File: src/hdl/lshs_pkg.sv
// ----------------------------------------------------------------------------
// lshs_pkg
// Types and codes of the limit-switch homing sequencer.
// ----------------------------------------------------------------------------
`timescale 1ns / 1ps

package lshs_pkg;

  localparam int unsigned SeekW = 24;
  localparam int unsigned BackW = 20;

  localparam logic [2:0] ST_IDLE    = 3'd0;
  localparam logic [2:0] ST_SEEK    = 3'd1;
  localparam logic [2:0] ST_BACKOFF = 3'd2;
  localparam logic [2:0] ST_DONE    = 3'd3;
  localparam logic [2:0] ST_TIMEOUT = 3'd4;

  localparam logic [1:0] REG_SEEK_LIMIT = 2'd0;
  localparam logic [1:0] REG_BACKOFF1   = 2'd1;
  localparam logic [1:0] REG_BACKOFF2   = 2'd2;
  localparam logic [1:0] REG_BACKOFF3   = 2'd3;

  localparam logic [SeekW-1:0] SEEK_LIMIT_RST = 24'd100000;

  typedef struct packed {
    logic command;
    logic switch_axis1;
    logic switch_axis2;
    logic switch_axis3;
  } in_word_t;

  typedef struct packed {
    logic       pulse_axis1;
    logic       pulse_axis2;
    logic       pulse_axis3;
    logic       dir_axis1;
    logic       dir_axis2;
    logic       dir_axis3;
    logic [2:0] status;
  } out_word_t;

  typedef struct packed {
    logic [SeekW-1:0] seek_limit;
    logic [BackW-1:0] backoff_axis1;
    logic [BackW-1:0] backoff_axis2;
    logic [BackW-1:0] backoff_axis3;
  } cfg_t;

endpackage

File: src/hdl/limit_switch_homing_sequencer.sv
// ----------------------------------------------------------------------------
// limit_switch_homing_sequencer: three-axis limit-switch homing sequencer
// Path: an accepted word passes the input register, then the result register.
// Throughput: one word per cycle unless stalled; set by input and result registers.
// Reset: rst_n low clears phase, flags, counters, valids; loads register reset values.
// ----------------------------------------------------------------------------
`timescale 1ns / 1ps

module limit_switch_homing_sequencer (
  input  logic                 clk,
  input  logic                 rst_n,
  input  logic                 in_valid,
  output logic                 in_stall,
  input  lshs_pkg::in_word_t   in_data,
  output logic                 out_valid,
  input  logic                 out_stall,
  output lshs_pkg::out_word_t  out_data,
  input  logic                 psel,
  input  logic                 penable,
  input  logic                 pwrite,
  input  logic [3:0]           paddr,
  input  logic [31:0]          pwdata,
  output logic [31:0]          prdata,
  output logic                 pready
);
  import lshs_pkg::*;

  cfg_t      cfg;
  logic      in_valid_r;
  in_word_t  in_data_r;
  logic      out_valid_r;
  out_word_t out_data_r;
  out_word_t res_word;
  logic      out_free;
  logic      step_en;

  assign out_free  = !out_valid_r || !out_stall;
  assign in_stall  = in_valid_r && !out_free;
  assign step_en   = in_valid_r && out_free;
  assign out_valid = out_valid_r;
  assign out_data  = out_data_r;

  lshs_cfg_regs u_cfg (
    .clk     (clk),
    .rst_n   (rst_n),
    .psel    (psel),
    .penable (penable),
    .pwrite  (pwrite),
    .paddr   (paddr),
    .pwdata  (pwdata),
    .prdata  (prdata),
    .pready  (pready),
    .cfg     (cfg)
  );

  lshs_core u_core (
    .clk      (clk),
    .rst_n    (rst_n),
    .step_en  (step_en),
    .in_word  (in_data_r),
    .cfg      (cfg),
    .res_word (res_word)
  );

  always_ff @(posedge clk) begin
    if (!rst_n) begin
      in_valid_r  <= 1'b0;
      out_valid_r <= 1'b0;
    end else begin
      if (!in_stall) in_valid_r <= in_valid;
      if (out_free) out_valid_r <= in_valid_r;
    end
  end

  always_ff @(posedge clk) begin
    if (!in_stall && in_valid) in_data_r <= in_data;
    if (step_en) out_data_r <= res_word;
  end

endmodule

File: src/hdl/lshs_cfg_regs.sv
// ----------------------------------------------------------------------------
// lshs_cfg_regs
// APB register file: seek limit and the three back-off step counts.
// ----------------------------------------------------------------------------
`timescale 1ns / 1ps

module lshs_cfg_regs (
  input  logic                clk,
  input  logic                rst_n,
  input  logic                psel,
  input  logic                penable,
  input  logic                pwrite,
  input  logic [3:0]          paddr,
  input  logic [31:0]         pwdata,
  output logic [31:0]         prdata,
  output logic                pready,
  output lshs_pkg::cfg_t      cfg
);
  import lshs_pkg::*;

  cfg_t       cfg_r;
  cfg_t       cfg_nxt;
  logic       wr_en;
  logic [1:0] idx;

  assign pready = 1'b1;
  assign wr_en  = psel && penable && pwrite;
  assign idx    = paddr[3:2];
  assign cfg    = cfg_r;

  always_comb begin
    cfg_nxt = cfg_r;
    if (wr_en) begin
      unique case (idx)
        REG_SEEK_LIMIT: cfg_nxt.seek_limit    = pwdata[SeekW-1:0];
        REG_BACKOFF1:   cfg_nxt.backoff_axis1 = pwdata[BackW-1:0];
        REG_BACKOFF2:   cfg_nxt.backoff_axis2 = pwdata[BackW-1:0];
        REG_BACKOFF3:   cfg_nxt.backoff_axis3 = pwdata[BackW-1:0];
        default:        cfg_nxt = cfg_r;
      endcase
    end
  end

  always_comb begin
    unique case (idx)
      REG_SEEK_LIMIT: prdata = {8'd0, cfg_r.seek_limit};
      REG_BACKOFF1:   prdata = {12'd0, cfg_r.backoff_axis1};
      REG_BACKOFF2:   prdata = {12'd0, cfg_r.backoff_axis2};
      REG_BACKOFF3:   prdata = {12'd0, cfg_r.backoff_axis3};
      default:        prdata = 32'd0;
    endcase
  end

  always_ff @(posedge clk) begin
    if (!rst_n) begin
      cfg_r.seek_limit    <= SEEK_LIMIT_RST;
      cfg_r.backoff_axis1 <= '0;
      cfg_r.backoff_axis2 <= '0;
      cfg_r.backoff_axis3 <= '0;
    end else begin
      cfg_r <= cfg_nxt;
    end
  end

endmodule

File: src/hdl/lshs_core.sv
// ----------------------------------------------------------------------------
// lshs_core
// Homing state machine: phase, homed flags, seek and back-off counters, and
// the result word of the current tick.
// ----------------------------------------------------------------------------
`timescale 1ns / 1ps

module lshs_core (
  input  logic                 clk,
  input  logic                 rst_n,
  input  logic                 step_en,
  input  lshs_pkg::in_word_t   in_word,
  input  lshs_pkg::cfg_t       cfg,
  output lshs_pkg::out_word_t  res_word
);
  import lshs_pkg::*;

  typedef enum logic [4:0] {
    PH_IDLE    = 5'b00001,
    PH_SEEK    = 5'b00010,
    PH_BACKOFF = 5'b00100,
    PH_DONE    = 5'b01000,
    PH_TIMEOUT = 5'b10000
  } phase_t;

  phase_t           phase_r,  phase_nxt;
  logic [2:0]       homed_r,  homed_nxt;
  logic [SeekW-1:0] seek_r,   seek_nxt;
  logic [BackW-1:0] bidx_r,   bidx_nxt;

  logic [2:0]       sw;
  logic [2:0]       pulses;
  logic [2:0]       homed_set;
  logic [2:0]       status;
  logic [2:0]       dirs;
  logic [BackW-1:0] max12;
  logic [BackW-1:0] top;
  logic [SeekW:0]   seek_inc;
  logic [BackW:0]   bidx_inc;

  localparam logic [2:0] DIR_SEEK = 3'b100;
  localparam logic [2:0] DIR_BACK = 3'b011;
  localparam logic [2:0] DIR_NONE = 3'b000;

  assign sw       = {in_word.switch_axis3, in_word.switch_axis2, in_word.switch_axis1};
  assign max12    = (cfg.backoff_axis2 > cfg.backoff_axis1) ? cfg.backoff_axis2
                                                            : cfg.backoff_axis1;
  assign top      = (cfg.backoff_axis3 > max12) ? cfg.backoff_axis3 : max12;
  assign seek_inc = {1'b0, seek_r} + {{SeekW{1'b0}}, 1'b1};
  assign bidx_inc = {1'b0, bidx_r} + {{BackW{1'b0}}, 1'b1};
  assign homed_set = homed_r | (~homed_r & sw);

  always_comb begin
    phase_nxt = phase_r;
    homed_nxt = homed_r;
    seek_nxt  = seek_r;
    bidx_nxt  = bidx_r;
    pulses    = 3'b000;
    status    = ST_IDLE;
    dirs      = DIR_NONE;
    if (in_word.command) begin
      phase_nxt = PH_SEEK;
      homed_nxt = 3'b000;
      seek_nxt  = '0;
      bidx_nxt  = '0;
      status    = ST_SEEK;
      dirs      = DIR_SEEK;
    end else begin
      unique case (phase_r)
        PH_SEEK: begin
          dirs = DIR_SEEK;
          if (seek_inc > {1'b0, cfg.seek_limit}) begin
            phase_nxt = PH_TIMEOUT;
            status    = ST_TIMEOUT;
          end else begin
            seek_nxt  = seek_inc[SeekW-1:0];
            pulses    = ~homed_r;
            homed_nxt = homed_set;
            status    = ST_SEEK;
            if (homed_set == 3'b111) begin
              bidx_nxt = '0;
              if (top == '0) begin
                phase_nxt = PH_DONE;
                status    = ST_DONE;
              end else begin
                phase_nxt = PH_BACKOFF;
              end
            end
          end
        end
        PH_BACKOFF: begin
          dirs = DIR_BACK;
          if (bidx_r >= top) begin
            phase_nxt = PH_DONE;
            status    = ST_DONE;
          end else begin
            pulses[0] = bidx_r < cfg.backoff_axis1;
            pulses[1] = bidx_r < cfg.backoff_axis2;
            pulses[2] = bidx_r < cfg.backoff_axis3;
            if (bidx_inc >= {1'b0, top}) begin
              phase_nxt = PH_DONE;
              status    = ST_DONE;
            end else begin
              bidx_nxt = bidx_inc[BackW-1:0];
              status   = ST_BACKOFF;
            end
          end
        end
        PH_DONE: begin
          dirs   = DIR_BACK;
          status = ST_DONE;
        end
        PH_TIMEOUT: begin
          dirs   = DIR_SEEK;
          status = ST_TIMEOUT;
        end
        PH_IDLE: begin
          dirs   = DIR_NONE;
          status = ST_IDLE;
        end
        default: begin
          phase_nxt = PH_IDLE;
        end
      endcase
    end
  end

  assign res_word.pulse_axis1 = pulses[0];
  assign res_word.pulse_axis2 = pulses[1];
  assign res_word.pulse_axis3 = pulses[2];
  assign res_word.dir_axis1   = dirs[0];
  assign res_word.dir_axis2   = dirs[1];
  assign res_word.dir_axis3   = dirs[2];
  assign res_word.status      = status;

  always_ff @(posedge clk) begin
    if (!rst_n) begin
      phase_r <= PH_IDLE;
      homed_r <= 3'b000;
      seek_r  <= '0;
      bidx_r  <= '0;
    end else if (step_en) begin
      phase_r <= phase_nxt;
      homed_r <= homed_nxt;
      seek_r  <= seek_nxt;
      bidx_r  <= bidx_nxt;
    end
  end

endmodule

File: config.mk
export PLATFORM = sky130hd
export DESIGN_NAME = limit_switch_homing_sequencer
export DESIGN_NICKNAME = d
export VERILOG_FILES = /design/src/hdl/lshs_pkg.sv /design/src/hdl/limit_switch_homing_sequencer.sv /design/src/hdl/lshs_cfg_regs.sv /design/src/hdl/lshs_core.sv
export SDC_FILE = /design/constraint.sdc
export NUM_CORES = 1
export LEC_CHECK = 0
export ABC_AREA = 1
export BUFFER_PORTS_ARGS = -buffer_cell sky130_fd_sc_hd__buf_2
export CORE_ASPECT_RATIO = 0.8
export CORE_MARGIN = 3
export CORE_UTILIZATION = 45
export CTS_BUF_LIST = sky130_fd_sc_hd__clkbuf_16
export DETAILED_ROUTE_END_ITERATION = 6
export PLACE_DENSITY = 0.6
export SLEW_MARGIN = 20
export SYNTH_ARGS = -nofsm -noshare
export SYNTH_HDL_FRONTEND = slang
export SYNTH_SLANG_ARGS = --single-unit
export TNS_END_PERCENT = 50
File: constraint.sdc
create_clock -name clk -period 7 [get_ports clk]
set_input_delay 0.35 -clock clk [delete_from_list [all_inputs] [get_ports clk]]
set_output_delay 0.35 -clock clk [all_outputs]
set_load 0.01 [all_outputs]
==> run summary <==
Run status -> finished clean
Cell area after placement -> 0.01206 mm^2
CTS tree -> done
Number of I/O pins -> 91
Layout area overhead -> 9.977%
Met3 usage -> 3.925%
Non-Filler Cell Area, Final -> 0.01265 mm^2
Number of setup violations in the final report -> 0
Tightest hold margin -> 0.09310 ns
Clock sink count -> 150
Number of routed nets with antenna violations -> 0
Clock edge transition at the registers on the reported setup and hold paths -> 0.06 ns
Number of flip-flops and latches in the synthesized netlist -> 150
Number of placed instances, taps included -> 1,962
Data required time at the worst endpoint -> 7.27 ns
Maximum number of pins on one net before global-route repair -> 91
Post-route DRC violation count -> 0
Peak fanout along the critical path -> 31
Net total in the final layout -> 1,867
Largest buffer count on any clock path -> 2
Type of the tightest min-delay check -> in2reg
Transition time at the pin with the least slew margin -> 1.062 ns
Via count of the first global-routing pass -> 9,858
Final Power -> 2.717 mW
Number of buffers inserted by port buffering -> 71
Clock buffer count from CTS -> 17
Wirelength, routed -> 34,110 um
Die Span Y -> 149.0 um
Final worst-path cycle share -> 91.02%
Power Density -> 214.8 mW/mm^2
Effective utilization at floorplan -> 46.45%
Sequential fraction of the synthesis area -> 27.16%
Crit path time final -> 6.371 ns
Cell type with the highest occurrence count on the critical path -> sky130_fd_sc_hd__nand2_1
Via density -> 5.455
Total number of yosys warnings -> 0
Stage delay of the slowest cell on the critical path -> 0.33 ns
Relative max-transition margin -> 29.22%
Clk Latency, worst-skew pair -> 0.43 ns
Number of diodes added for antenna fixing -> 0
Number of distinct library cells after synthesis -> 58
Count of final max-slew check failures -> 0
Core region area -> 0.02476 mm^2
Filler Cells Inserted -> 2,496
Count of mapped cells out of synthesis -> 1,616
Die X-Extent -> 184.7 um
Cell at the root of the clock tree -> sky130_fd_sc_hd__clkbuf_16
Crit Path Category -> reg2reg
Share of cells above drive strength 1 -> 11.04%
Half-perimeter wire length after detailed placement -> 26,460 um
Total negative setup slack -> 0 ns
Total number of H-tree levels -> 4
Die area -> 0.02752 mm^2
Post-layout instance count excluding filler cells -> 1,994
Worst-case clock skew -> 0.01097 ns
Remaining global-route overflow -> 0
RSZ-0062 raised after global routing -> false
Met1 global-route usage -> 38.04%
Initial DRC count -> 867
Slowest CP cell -> sky130_fd_sc_hd__ha_1
Max-capacitance violation count -> 0
Crit path DAT -> 6.64 ns
Final RePlAce weighted congestion -> 0.9034
Total routing usage reported by global routing -> 24.73%
Wire length of the first global-routing pass -> 53,590 um
Average cell area after synthesis -> 7.116 um^2
Number of antenna violations at the first check in global routing -> 2
Startpoint class of the critical path -> flip-flop
Placement row count -> 51
Static Leak -> 5.737 nW
Maximum clock rate -> 156.9 MHz
Synthesized cell area -> 0.01150 mm^2
Global routing met2 resource utilization -> 36.06%
Wirelength per Cell -> 17.11 um
Endpoint class of the critical path -> flip-flop
Global route hottest layer -> met1
Via count -> 10,880
Final count of hold timing violations -> 0
Largest vdd supply drop -> 0.0001748 V
Drt first pass iters -> 5
==> critical path, delay by kind of cell, from the launching register on <==
family / cells / cell delay (ns)
buffers and inverters: 6 / 0.82
and+or+nand+nor: 18 / 2.41
adders and majority gates: 3 / 0.91
DFF: 1 / 0.31
AOI/OAI and AO/OA: 10 / 1.75
==> through the flow <==
step,setup WS [ns],util [%]
2_1_floorplan,1.699,-
3_3_place_gp,0.6122,48.73
3_5_place_dp,0.5293,48.73
4_1_cts,0.5050,51.06
5_1_grt,0.1012,51.08
6_report,0.6285,51.08
==> layer usage <==
metal,vias up,share of wire [%]
met5,-,0.062
met3,36,6.5
met2,297,41
met1,4962,51
met4,4,1.4
li1,5579,-
==> what timing repair did <==
action | in CTS | in global routing
endpoints found under the hold margin | 0 | 0
buffers inserted | 0 | 0
endpoints found under the setup margin | 0 | 20
hold buffers | 0 | 0
resized for setup | 0 | 1
==> area by class of cell <==
cell class / count / area, um^2 / area share [%]
timing repair buffer: 93 / 520.5 / 4.116
sequential: 150 / 3123 / 24.69
inverter: 239 / 897.1 / 7.093
tap: 318 / 397.9 / 3.146
clock inverter: 15 / 152.6 / 1.207
clock buffer: 17 / 425.4 / 3.364
multi-input combinational: 1162 / 7131 / 56.38
==> logic make-up (layout without fill, tap and decap cells) <==
family / after synthesis / after routing / synth area share (%)
and+or+nand+nor: 513 / 513 / 20.60
xor gates and xnor gates: 26 / 26 / 1.980
buffers and inverters: 311 / 364 / 11.11
AOI/OAI and AO/OA: 457 / 457 / 22.01
adders and majority gates: 157 / 157 / 17.08
other: 2 / 9 / 0.06531
DFF: 150 / 150 / 27.16
==> registers in the layout, summed over array words and instances (netlist names) <==
| name | cells |
|---|---|
| out_data | 8 |
| u_core.homed_r | 3 |
| out_valid | 1 |
| u_core.bidx_r | 20 |
| in_data_r | 4 |
| in_valid_r | 1 |
| u_cfg.cfg | 84 |
| u_core.seek_r | 24 |
| u_core.phase_r | 5 |
==> cell usage in the layout (no fill, tap or decap), types with 10 or more instances in the layout <==
master,instances
sky130_fd_sc_hd__o21ai_0,171
sky130_fd_sc_hd__buf_2,71
sky130_fd_sc_hd__inv_1,233
sky130_fd_sc_hd__nand3_1,52
sky130_fd_sc_hd__nor3_1,26
sky130_fd_sc_hd__nand2_1,229
sky130_fd_sc_hd__xor2_1,25
sky130_fd_sc_hd__dfxtp_1,138
sky130_fd_sc_hd__clkbuf_16,17
sky130_fd_sc_hd__a21oi_2,10
sky130_fd_sc_hd__edfxtp_1,12
sky130_fd_sc_hd__nand4_1,46
sky130_fd_sc_hd__buf_4,22
sky130_fd_sc_hd__nor2_1,105
sky130_fd_sc_hd__ha_1,157
sky130_fd_sc_hd__o211ai_1,13
sky130_fd_sc_hd__a21oi_1,202
sky130_fd_sc_hd__a211oi_1,23
sky130_fd_sc_hd__nand2_2,21
==> cells in the mapped netlist (all sizes together) <==
library cell | instances | area [um^2]
o21a | 5 | 37.54
or2 | 4 | 25.02
buf | 19 | 147.6
a211oi | 23 | 172.7
clkbuf | 53 | 232.7
o21ai | 175 | 879.6
nand3b | 2 | 15.01
inv | 238 | 893.4
a21boi | 2 | 15.01
and2 | 1 | 6.260
nor3 | 26 | 130.1
xor2 | 25 | 219.0
nand3 | 57 | 317.8
o21bai | 2 | 15.01
a41oi | 1 | 8.760
xnor2 | 1 | 8.760
a31oi | 3 | 33.78
a21o | 7 | 52.55
o22ai | 4 | 25.02
dfxtp | 138 | 2763
a21oi | 213 | 1115
nor2 | 111 | 446.7
nand4 | 48 | 321.6
o221ai | 4 | 35.03
o211ai | 13 | 97.59
nor4 | 7 | 50.05
o311ai | 1 | 8.760
clkinv | 1 | 3.750
o32ai | 1 | 8.760
and3 | 1 | 6.260
a221oi | 2 | 17.52
nor3b | 1 | 7.510
o2111ai | 1 | 8.760
conb | 2 | 7.510
nand2 | 255 | 1042
ha | 157 | 1964
edfxtp | 12 | 360.4
==> path summary, 6_finish.rpt <==
kind	depth (start not counted)	to	start	slack [ns]
hold / removal	1	in_data_r[3]	in_data[3]	0.09
setup reg to reg	37	u_core.bidx_r[6]	u_cfg.cfg[59]	0.63
hold reg to reg	2	out_valid	in_valid_r	0.48
setup / recovery	37	u_core.bidx_r[6]	u_cfg.cfg[59]	0.63
==> where the power goes <==
group	internal (mW)	switching [mW]
logic	0.301	0.569
registers	0.888	0.0174
clock network	0.528	0.413
No activity file was read; power rests on OpenSTA's default activity.
